--- src/ugil_pkg.sv ---
// ugil_pkg: shared types and constants of the utf8 glyph index lookup block
// holds command codes, lead byte masks, bank codes and the
// controller/datapath interface structs
package ugil_pkg;

	// default table depths
	localparam int unsigned LEAD_DEPTH   = 64;
	localparam int unsigned MIDDLE_DEPTH = 256;
	localparam int unsigned GLYPH_DEPTH  = 4096;

	// field widths
	localparam int unsigned CMD_W   = 3;
	localparam int unsigned INDEX_W = 12;
	localparam int unsigned CODE_W  = 8;
	localparam int unsigned COUNT_W = 13;
	localparam int unsigned LEAD3_COUNT_W = 9;
	localparam int unsigned NLEAD_W = 7;
	localparam int unsigned POS_W   = 12;

	// command codes
	localparam logic [CMD_W-1:0] CMD_LOOKUP    = 3'd0;
	localparam logic [CMD_W-1:0] CMD_WR_LEAD2  = 3'd1;
	localparam logic [CMD_W-1:0] CMD_WR_LEAD3  = 3'd2;
	localparam logic [CMD_W-1:0] CMD_WR_MID3   = 3'd3;
	localparam logic [CMD_W-1:0] CMD_WR_LEAF2  = 3'd4;
	localparam logic [CMD_W-1:0] CMD_WR_LEAF3  = 3'd5;

	// configuration register indexes
	localparam logic CFG_LEAD2_ENTRIES = 1'b0;
	localparam logic CFG_LEAD3_ENTRIES = 1'b1;

	// lead byte classification
	localparam logic [7:0] ASCII_MASK = 8'h80;
	localparam logic [7:0] LEAD2_MASK = 8'hE0;
	localparam logic [7:0] LEAD2_VAL  = 8'hC0;
	localparam logic [7:0] LEAD3_MASK = 8'hF0;
	localparam logic [7:0] LEAD3_VAL  = 8'hE0;

	// glyph banks
	localparam logic [1:0] BANK_ONE   = 2'd0;
	localparam logic [1:0] BANK_TWO   = 2'd1;
	localparam logic [1:0] BANK_THREE = 2'd2;

	typedef enum logic [1:0] {
		KIND_NONE,
		KIND_ASCII,
		KIND_TWO,
		KIND_THREE
	} res_kind_t;

	// commands from controller to datapath
	typedef struct packed {
		logic      wr;
		logic      capture;
		logic      rd_lead2;
		logic      rd_leaf2;
		logic      rd_lead3;
		logic      rd_mid3;
		logic      rd_leaf3;
		logic      ld_cnt_lead2;
		logic      ld_cnt_lead3;
		logic      ld_cnt_mid;
		logic      add_skip_lead2;
		logic      add_skip_mid;
		logic      inc_i;
		logic      inc_skip_c;
		logic      inc_mid_c;
		logic      set_hit;
		logic      load_out;
		res_kind_t out_kind;
	} ctl_cmd_t;

	// status from datapath to controller
	typedef struct packed {
		logic i_done2;
		logic i_done3;
		logic skip_over;
		logic mid_over;
		logic c_done;
		logic lead2_hit;
		logic leaf2_hit;
		logic mid_hit;
		logic leaf3_hit;
		logic is_ascii;
		logic is_two;
		logic is_three;
	} dp_status_t;

endpackage

--- src/ugil_ctrl.sv ---
// ugil_ctrl: state machine that sequences table scans
// depends on ugil_pkg; drives the datapath through ctl_cmd_t
module ugil_ctrl (
	input  logic                       clk,
	input  logic                       arst_n,
	input  logic                       in_valid,
	input  logic [ugil_pkg::CMD_W-1:0] cmd,
	input  logic                       out_stall,
	input  ugil_pkg::dp_status_t       st,
	output logic                       in_stall,
	output logic                       out_valid,
	output ugil_pkg::ctl_cmd_t         ctl
);

	typedef enum logic [3:0] {
		S_IDLE,
		S_DECODE,
		S_L2_RD,
		S_L2_CHK,
		S_LF2_RD,
		S_LF2_CHK,
		S_L3_RD,
		S_L3_CHK,
		S_M_LOOP,
		S_M_CHK,
		S_LF3_RD,
		S_LF3_CHK,
		S_DONE
	} state_t;

	state_t              state_q, state_d;
	ugil_pkg::res_kind_t kind_q, kind_d;
	logic                out_valid_q;
	logic                accept;

	assign in_stall  = state_q != S_IDLE;
	assign out_valid = out_valid_q;
	assign accept    = in_valid && (state_q == S_IDLE);

	// next state and datapath commands
	always_comb begin
		state_d      = state_q;
		kind_d       = kind_q;
		ctl          = '0;
		ctl.out_kind = kind_q;
		unique case (state_q)
			S_IDLE: begin
				if (accept) begin
					if (cmd == ugil_pkg::CMD_LOOKUP) begin
						ctl.capture = 1'b1;
						state_d     = S_DECODE;
					end else begin
						ctl.wr = 1'b1;
					end
				end
			end
			S_DECODE: begin
				if (st.is_ascii) begin
					kind_d  = ugil_pkg::KIND_ASCII;
					state_d = S_DONE;
				end else if (st.is_two) begin
					state_d = S_L2_RD;
				end else if (st.is_three) begin
					state_d = S_L3_RD;
				end else begin
					kind_d  = ugil_pkg::KIND_NONE;
					state_d = S_DONE;
				end
			end
			// two-byte lead scan
			S_L2_RD: begin
				if (st.i_done2 || st.skip_over) begin
					kind_d  = ugil_pkg::KIND_NONE;
					state_d = S_DONE;
				end else begin
					ctl.rd_lead2 = 1'b1;
					state_d      = S_L2_CHK;
				end
			end
			S_L2_CHK: begin
				if (st.lead2_hit) begin
					ctl.ld_cnt_lead2 = 1'b1;
					state_d          = S_LF2_RD;
				end else begin
					ctl.add_skip_lead2 = 1'b1;
					ctl.inc_i          = 1'b1;
					state_d            = S_L2_RD;
				end
			end
			S_LF2_RD: begin
				if (st.c_done) begin
					ctl.inc_i = 1'b1;
					state_d   = S_L2_RD;
				end else if (st.skip_over) begin
					kind_d  = ugil_pkg::KIND_NONE;
					state_d = S_DONE;
				end else begin
					ctl.rd_leaf2 = 1'b1;
					state_d      = S_LF2_CHK;
				end
			end
			S_LF2_CHK: begin
				if (st.leaf2_hit) begin
					kind_d  = ugil_pkg::KIND_TWO;
					state_d = S_DONE;
				end else begin
					ctl.inc_skip_c = 1'b1;
					state_d        = S_LF2_RD;
				end
			end
			// three-byte lead scan
			S_L3_RD: begin
				if (st.i_done3) begin
					kind_d  = ugil_pkg::KIND_NONE;
					state_d = S_DONE;
				end else begin
					ctl.rd_lead3 = 1'b1;
					state_d      = S_L3_CHK;
				end
			end
			S_L3_CHK: begin
				ctl.set_hit      = 1'b1;
				ctl.ld_cnt_lead3 = 1'b1;
				state_d          = S_M_LOOP;
			end
			S_M_LOOP: begin
				if (st.c_done) begin
					ctl.inc_i = 1'b1;
					state_d   = S_L3_RD;
				end else if (st.mid_over || st.skip_over) begin
					kind_d  = ugil_pkg::KIND_NONE;
					state_d = S_DONE;
				end else begin
					ctl.rd_mid3 = 1'b1;
					state_d     = S_M_CHK;
				end
			end
			S_M_CHK: begin
				if (st.mid_hit) begin
					ctl.ld_cnt_mid = 1'b1;
					state_d        = S_LF3_RD;
				end else begin
					ctl.add_skip_mid = 1'b1;
					ctl.inc_mid_c    = 1'b1;
					state_d          = S_M_LOOP;
				end
			end
			S_LF3_RD: begin
				if (st.c_done || st.skip_over) begin
					kind_d  = ugil_pkg::KIND_NONE;
					state_d = S_DONE;
				end else begin
					ctl.rd_leaf3 = 1'b1;
					state_d      = S_LF3_CHK;
				end
			end
			S_LF3_CHK: begin
				if (st.leaf3_hit) begin
					kind_d  = ugil_pkg::KIND_THREE;
					state_d = S_DONE;
				end else begin
					ctl.inc_skip_c = 1'b1;
					state_d        = S_LF3_RD;
				end
			end
			// hand the result to the output register once it is free
			S_DONE: begin
				if (!out_valid_q || !out_stall) begin
					ctl.load_out = 1'b1;
					state_d      = S_IDLE;
				end
			end
			default: state_d = S_IDLE;
		endcase
	end

	// state and output valid
	always_ff @(posedge clk or negedge arst_n) begin
		if (!arst_n) begin
			state_q     <= S_IDLE;
			kind_q      <= ugil_pkg::KIND_NONE;
			out_valid_q <= 1'b0;
		end else begin
			state_q <= state_d;
			kind_q  <= kind_d;
			if (ctl.load_out) begin
				out_valid_q <= 1'b1;
			end else if (!out_stall) begin
				out_valid_q <= 1'b0;
			end
		end
	end

endmodule

--- config.mk ---
export PLATFORM = sky130hd
export DESIGN_NAME = ugil_ctrl
export DESIGN_NICKNAME = d
export VERILOG_FILES = /design/src/ugil_pkg.sv /design/src/ugil_ctrl.sv
export SDC_FILE = /design/constraint.sdc
export NUM_CORES = 1
export LEC_CHECK = 0
export ABC_AREA = 1
export BUFFER_PORTS_ARGS = -buffer_cell sky130_fd_sc_hd__buf_2
export CORE_ASPECT_RATIO = 0.9
export CORE_MARGIN = 1.5
export CORE_UTILIZATION = 47
export CTS_CLUSTER_SIZE = 10
export DETAILED_ROUTE_END_ITERATION = 16
export PLACE_DENSITY = 0.87
export SYNTH_ARGS = -nofsm -noshare
export SYNTH_HDL_FRONTEND = slang
export SYNTH_SLANG_ARGS = --single-unit
--- constraint.sdc ---
create_clock -name clk -period 2.92 [get_ports clk]
set_input_delay 0.292 -clock clk [delete_from_list [all_inputs] [get_ports clk]]
set_output_delay 0.292 -clock clk [all_outputs]
set_load 0.005 [all_outputs]
==> run metrics, run 1 <==
crit path kind flip-flop to output pin; Synth area leader dfrtp_1; # diodes 0; RSZ-0062 raised after global routing false; Bufs and invs on worst path 1; syn nets 159; Layout Cell Area excl Fill 977.2 µm²; crit path capture type output pin; Final #Nets 202; final total power 0.7679 mW; Non-Filler Instances 197; Initial Utilization 50.68%; share of layout cells above drive strength 1 26.37%; Arrival @ worst endpoint 1590 ps; largest net degree at the start of global routing 8; Slowest cell on crit path dfrtp_1; status completed; pre-CTS WS 1324 ps; power density cells 785.9 mW/mm²; DR WL/cell 10.89 µm; crit-path cells nor2_1 -> nand2_1 -> nor3_1 -> buf_2; final setup vio count 0; Multi-input gate area 457.9 µm²; synth unique cells 15; Max Fclk 530.8 MHz; #FFs+latches synth 7; Total Wirelength 2.145 mm; R2R setup slack 1350 ps; Filler cells 151; die width 44.88 µm; Sink Count 7; overall die height 40.70 µm; initial antenna violation count 0; Detail Route Antenna Nets 0; Site Rows 13; Die Area 0.001826 mm²; fin crit share 64.52%; Syn Std Cell Area 742.0 µm²; drt first pass iters 4; vias per cell 5.234; DRC viols 0; type of origin of the critical path flip-flop; Synth Warn # 0; Cells after DPL 192; worst-margin pin slew 423.7 ps; Final Hold Viols 0; via count 1031; fin worst setup slack 1036 ps; fin. max-slew vios 0; Top Ports 40; clock buffers created by TritonCTS 3; vias in the first global route 791; DP HPWL 1.825 mm; top cell type's share of synthesized area 23.61%; core area 0.001464 mm²; Lkg Pwr 0.6820 nW; IO buf count 39; CTS root buf clkbuf_4; Storage cell area 175.2 µm²; CP max stage delay 440 ps; Area growth, synth to finish 31.70%; H-tree depth 1; gr ovfl total 0; GP Congestion 0.9846; clk_lat worst skew 250 ps; GRT Total Usage 25.24%; Clk pin slew, worst setup/hold paths 60 ps; Max VDD drop 0.5023 mV; Max clock buf depth 2; Area contributors post-synth dfrtp_1 (24%), nand2_1 (20%), nor2_1 (14%); Hold Crit Class input pin to flip-flop; DR iter-0 viols 51; global-route wire length before repair 3.180 mm; setup TNS 0 ps; syn avg cell area 5.300 µm²; crit path max fanout 6; post_cts resized 0; register area share after synthesis 23.61%; post-synthesis cell count 140; cell family with most CP delay simple AND/OR/NAND/NOR gates; DP Area 940.9 µm²; Final Skew 1.190 ps; minimum clock period 1884 ps; relative slew slack 71.65%; CP Data Required Time 2630 ps; CTS tree done; Max Cap Viol 0
## synth_stat cells
cell type / instances
nand2_2: 1
dfrtp_1: 7
nor2_2: 3
or3_1: 1
nand3_1: 17
inv_2: 2
a21oi_1: 2
nor3_1: 5
buf_4: 2
nand4_1: 4
inv_1: 23
nand2_1: 40
o21ai_0: 4
a31oi_1: 1
nor2_1: 28
## sequential cells by signal, indices dropped and copies added (netlist names)
| register | cells |
|---|---|
| out_valid | 1 |
| kind_q | 2 |
| state_q | 4 |
## cell usage in the layout (no fill, tap or decap), drive strengths merged
cell type / instances
or3: 1
nand4: 4
clkbuf: 4
nor2: 31
nand3: 17
buf: 39
inv: 25
a31oi: 1
nand2: 41
o21ai: 4
dfrtp: 7
a21oi: 2
nor3: 5
dlygate4sd3: 1
## stage by stage
| stage | hold slack [ps] | utilization, % |
|---|---|---|
| final | 259.2 | 66.75 |
| after global routing | 271.3 | 66.75 |
| after CTS | 263.1 | 66.75 |
| after detailed placement | 133.2 | 64.27 |
| after global placement | 125.4 | 64.27 |
| after floorplan | -3.591 | - |
## path summary, 6_finish.rpt
path	start	endpoint	cells after the start
max reg2reg	state_q[2]$_DFFE_PN0P_	kind_q[1]$_DFFE_PN0P_	8
min	out_stall	out_valid$_DFFE_PN0P_	3
min reg2reg	kind_q[0]$_DFFE_PN0P_	kind_q[0]$_DFFE_PN0P_	2
min in group asynchronous	arst_n	kind_q[1]$_DFFE_PN0P_	2
max in group asynchronous	arst_n	state_q[2]$_DFFE_PN0P_	2
max	state_q[2]$_DFFE_PN0P_	ctl[17]	4
## per-layer routing
| layer | share of wire [%] | vias up | routed length (µm) | track usage (%) |
|---|---|---|---|---|
| met4 | 1.7 | 0 | 37 | 11.76 |
| met5 | 0 | - | 0 | 0 |
| met3 | 9.0 | 4 | 194 | 5.286 |
| met2 | 45 | 63 | 973 | 42.75 |
| li1 | - | 524 | - | - |
| met1 | 44 | 440 | 940 | 31.23 |
## where the power goes
part	internal, mW	leakage (nW)	switching, mW
Clock	0.0524	0.0150	0.0390
Combinational	0.170	0.576	0.327
Sequential	0.137	0.0910	0.0430
## cell families (layout without fill, tap and decap cells)
kind of cell,after synthesis,after routing,share of synthesized area (%)
simple gates,99,99,56.83
buf+inv,27,69,14.67
compound gates,7,7,4.891
flops,7,7,23.61
## worst reg2reg max path, stage by stage, from the launching register on
cell	delay [ps]
dfrtp_1	440
nor2_1	380
nand2_1	160
nand3_1	110
nor2_1	50
nor2_2	130
nand2_1	80
nand2_1	70
nand2_1	40
## cell type report
cell class / instances / area share (%)
sequential: 7 / 17.93
timing repair buffer: 40 / 21.00
multi-input combinational: 106 / 46.86
clock buffer: 4 / 2.689
tap: 15 / 1.921
inverter: 25 / 9.603
## what timing repair did
item                      CTS  global route
hold buffers                1             0
setup buffers               0             0
hold endpoints to repair    7             0
Note: power is estimated with default switching activity, not from simulation.
==> run 2: changes to the inputs <==
--- a/config.mk
+++ b/config.mk
@@ -9,10 +9,10 @@
 export BUFFER_PORTS_ARGS = -buffer_cell sky130_fd_sc_hd__buf_2
 export CORE_ASPECT_RATIO = 0.9
 export CORE_MARGIN = 1.5
-export CORE_UTILIZATION = 47
+export CORE_UTILIZATION = 39
 export CTS_CLUSTER_SIZE = 10
 export DETAILED_ROUTE_END_ITERATION = 16
-export PLACE_DENSITY = 0.87
+export PLACE_DENSITY = 0.78
 export SYNTH_ARGS = -nofsm -noshare
 export SYNTH_HDL_FRONTEND = slang
 export SYNTH_SLANG_ARGS = --single-unit
==> constraint.sdc (replaced) <==
create_clock -name clk -period 1.6 [get_ports clk]
set_input_delay 0.16 -clock clk [delete_from_list [all_inputs] [get_ports clk]]
set_output_delay 0.16 -clock clk [all_outputs]
set_load 0.005 [all_outputs]
==> run metrics, run 2 (synthesized netlist as in run 1, its figures left out) <==
gr ovfl total 0; CP most frequent cell inv_2; DR iter-0 viols 45; Largest register FFs 4; Max Cap Viol 0; clock buffers created by TritonCTS 3; largest net degree at the start of global routing 8; Top Ports 40; GRT Total Usage 21.76%; global-route wire length before repair 3.608 mm; overall die height 44.38 µm; IO buf count 39; Die Area 0.002174 mm²; final design utilization 64.86%; Final #Nets 208; type of origin of the critical path flip-flop; crit path capture type output pin; crit path max fanout 6; DR WL/cell 11.66 µm; initial antenna violation count 0; crit-path cells inv_2 -> nand2_4 -> nor3_4 -> inv_2 -> nor2_1 -> buf_2; Filler cells 168; worst-margin pin slew 300.7 ps; # diodes 0; pre-CTS WS 48.68 ps; commonest non-fill, non-tap cell in the layout buf_2; die width 48.98 µm; Total Wirelength 2.472 mm; commonest non-fill, non-tap cells in the layout buf_2 (39), nand2_1 (38), inv_1 (20), nor2_1 (20), nand3_1 (16); status completed; Max clock buf depth 2; fin worst setup slack 3.070 ps; DP HPWL 1.904 mm; drt first pass iters 4; fin crit share 99.81%; CP max stage delay 460 ps; final total power 1.699 mW; RSZ-0062 raised after global routing true; Lkg Pwr 0.7174 nW; crit path kind flip-flop to output pin; Biggest register state_q; share of layout cells above drive strength 1 39.89%; Site Rows 14; DRC viols 0; vias in the first global route 881; Max VDD drop 0.7836 mV; clk_lat worst skew 250 ps; Max Fclk 626.2 MHz; Final Hold Viols 0; Detail Route Antenna Nets 0; H-tree depth 1; via count 1086; final setup vio count 0; vias per cell 5.123; CTS root buf clkbuf_4; GP Congestion 0.9597; Sink Count 7; power density cells 1511 mW/mm²; relative slew slack 79.88%; Clk pin slew, worst setup/hold paths 50 ps; Final Skew 5.025 ps; Slowest cell on crit path dfrtp_2; core area 0.001734 mm²; CTS tree done; Hold Crit Class input pin to flip-flop; WHS 147.9 ps; Initial Utilization 42.79%; CP Data Required Time 1440 ps; minimum clock period 1597 ps; Arrival @ worst endpoint 1440 ps; fin. max-slew vios 0; Area growth, synth to finish 51.60%
-- run 2: cell types whose count changed in the layout (fill, tap and decap cells not counted), sizes merged --
cell,before,now
buf,39,45
-- run 2: critical path, delay by kind of cell (launching register included) --
| kind | cells | cell delay, ps |
|---|---|---|
| flip-flops | 1 | 460 |
| buffers and inverters | 3 | 320 |
| AND/OR/NAND/NOR | 3 | 420 |
-- run 2: worst paths after layout --
kind | slack (ps) | cells after the start | endpoint | from
max | 3 | 6 | ctl[2] | state_q[1]$_DFFE_PN0P_
min | 150 | 3 | out_valid$_DFFE_PN0P_ | out_stall
max reg2reg | 130 | 9 | kind_q[0]$_DFFE_PN0P_ | state_q[1]$_DFFE_PN0P_
min reg2reg | 470 | 2 | kind_q[1]$_DFFE_PN0P_ | kind_q[1]$_DFFE_PN0P_
max in group asynchronous | 1130 | 2 | state_q[2]$_DFFE_PN0P_ | arst_n
min in group asynchronous | 300 | 2 | kind_q[0]$_DFFE_PN0P_ | arst_n
-- run 2: what timing repair did --
| action | CTS | global route |
|---|---|---|
| gates resized for setup | 3 | 27 |
| hold buffers | 1 | 0 |
| pin swaps | 0 | 3 |
| endpoints found under the setup margin | 3 | 14 |
| setup buffers | 0 | 5 |
| hold endpoints to repair | 7 | 0 |
-- run 2: area by class of cell --
type                    count  area (µm²)  share of cell area, %
flip-flops and latches      7       180.2                  16.02
repair buffers             46       250.2                  22.25
multi-input cells         106       539.3                  47.94
well taps                  24       30.03                  2.670
clock buffers               4       26.28                  2.336
inverters                  25       98.84                  8.788
-- run 2: routing by layer --
| layer | up-vias | global-route usage (%) | wire (µm) |
|---|---|---|---|
| li1 | 535 | - | - |
| met1 | 478 | 28.75 | 1001 |
| met2 | 67 | 37.26 | 1180 |
| met3 | 6 | 5.405 | 243 |
| met4 | 0 | 3.429 | 47 |
| met5 | - | 0 | 0 |
-- run 2: through the flow --
| stage | area, µm² | setup TNS (ps) | cells |
|---|---|---|---|
| final | 1125 | 0 | 212 |
| after detailed placement | 959.7 | 0 | 202 |
| after global placement | 959.7 | 0 | 202 |
| after CTS | 1003 | -56.77 | 207 |
| after global routing | 1125 | -168.1 | 212 |
| after floorplan | 742.0 | 0 | 140 |
-- run 2: where the power goes --
| group | leakage (nW) | internal [mW] | switching [mW] |
|---|---|---|---|
| Combinational | 0.617 | 0.446 | 0.720 |
| Sequential | 0.0858 | 0.258 | 0.119 |
| Clock | 0.0150 | 0.0948 | 0.0604 |
==> run 3: changes to the inputs <==
--- a/config.mk
+++ b/config.mk
@@ -13,6 +13,7 @@
 export CTS_CLUSTER_SIZE = 10
 export DETAILED_ROUTE_END_ITERATION = 16
 export PLACE_DENSITY = 0.78
+export SETUP_SLACK_MARGIN = 0.4
 export SYNTH_ARGS = -nofsm -noshare
 export SYNTH_HDL_FRONTEND = slang
 export SYNTH_SLANG_ARGS = --single-unit
==> run metrics, run 3 (synthesized netlist as in run 1, its figures left out) <==
Final Skew 7.583 ps; drt first pass iters 4; vias per cell 5.216; Top Ports 40; commonest non-fill, non-tap cells in the layout buf_2 (39), nand2_1 (34), inv_1 (18), nor2_1 (17), nand3_1 (16); power density cells 1568 mW/mm²; Filler cells 164; CTS tree done; clk_lat worst skew 260 ps; GP Congestion 0.9756; worst-margin pin slew 228.6 ps; Total Wirelength 2.630 mm; Sink Count 7; CTS root buf clkbuf_4; crit path max fanout 6; Detail Route Antenna Nets 0; largest net degree at the start of global routing 8; type of origin of the critical path flip-flop; IO buf count 39; Hold Crit Class input pin to flip-flop; core area 0.001734 mm²; status completed; Max Fclk 650.3 MHz; Lkg Pwr 0.7477 nW; DP HPWL 1.937 mm; crit path kind flip-flop to output pin; die width 48.98 µm; overall die height 44.38 µm; RSZ-0062 raised after global routing true; CP Data Required Time 1440 ps; minimum clock period 1538 ps; relative slew slack 84.76%; DR iter-0 viols 27; global-route wire length before repair 4.084 mm; WHS 126.1 ps; Die Area 0.002174 mm²; via count 1111; beginning of the worst hold path out_stall; GRT Total Usage 24.93%; FF-to-FF Start state_q[2]$_DFFE_PN0P_; clock buffers created by TritonCTS 3; final total power 1.874 mW; Area growth, synth to finish 61.05%; fin crit share 96.10%; final design utilization 68.90%; DRC viols 0; vias in the first global route 987; # diodes 0; commonest non-fill, non-tap cell in the layout buf_2; Initial Utilization 42.79%; Final #Nets 209; crit path capture type output pin; initial antenna violation count 0; fin. max-slew vios 0; Worst setup startpoint state_q[1]$_DFFE_PN0P_; Arrival @ worst endpoint 1380 ps; Final Hold Viols 0; H-tree depth 1; gr ovfl total 0; share of layout cells above drive strength 1 47.09%; Site Rows 14; pre-CTS WS 131.9 ps; fin worst setup slack 62.32 ps; Max clock buf depth 2; Clk pin slew, worst setup/hold paths 60 ps; Largest register FFs 4; final setup vio count 0; Biggest register state_q; setup TNS 0 ps; Max Cap Viol 0; DR WL/cell 12.35 µm; Max VDD drop 0.7582 mV
==> run 3: changes by cell type in the layout (fill, tap and decap cells not counted), moves of 3 or more <==
| cell | previous run | this run |
|---|---|---|
| o21ai_0 | 4 | 1 |
| nor2_1 | 20 | 17 |
| nand2_1 | 38 | 34 |
| nor2_4 | 5 | 8 |
==> run 3: stage by stage <==
stage	std cells	area [µm²]
floorplan	140	783.3
global placement	201	993.5
detailed placement	201	993.5
CTS	212	1157
global route	213	1195
finish	213	1195
==> run 3: layout make-up <==
cell class,count,area (µm²),share of cell area [%]
repair buffers,47,257.7,21.57
inverters,25,101.3,8.482
flip-flops and latches,7,180.2,15.08
well taps,24,30.03,2.513
multi-input cells,106,599.3,50.16
clock buffers,4,26.28,2.199
==> run 3: worst paths after layout <==
path / endpoint / slack [ps] / depth (start not counted)
max reg2reg: kind_q[0]$_DFFE_PN0P_ / 110 / 9
min: out_valid$_DFFE_PN0P_ / 130 / 3
min reg2reg: kind_q[1]$_DFFE_PN0P_ / 490 / 2
min in group asynchronous: kind_q[1]$_DFFE_PN0P_ / 260 / 2
max in group asynchronous: state_q[3]$_DFFE_PN0P_ / 1150 / 2
max: ctl[2] / 60 / 6
==> run 3: where the power goes <==
part           switching (mW)  leakage (nW)  internal [mW]  total [mW]
Clock                  0.0712        0.0150         0.0956       0.167
Combinational           0.799         0.647          0.508        1.31
Sequential              0.143        0.0858          0.258       0.400
Total                    1.01         0.748          0.861        1.87
==> run 3: per-layer routing <==
layer	up-vias	track usage (%)	part of all wire, %
met4	0	6.857	1.9
met5	-	0	0
li1	540	-	-
met2	70	46.30	50
met1	492	29.32	39
met3	9	5.743	9.3
==> run 3: critical path, stage by stage (launching register included) <==
cell and delay [ps]:
dfrtp_2 490, inv_2 110, nand2_2 90, nor3_4 130
inv_1 70, nor2_1 90, buf_2 120
==> run 3: repair_timing <==
item                       in CTS  in global routing
setup endpoints to repair      24                 24
hold buffers                    1                  0
buffers inserted                6                  1
pin swaps                      12                  3
hold endpoints to repair        7                  0
resized for setup              30                  8
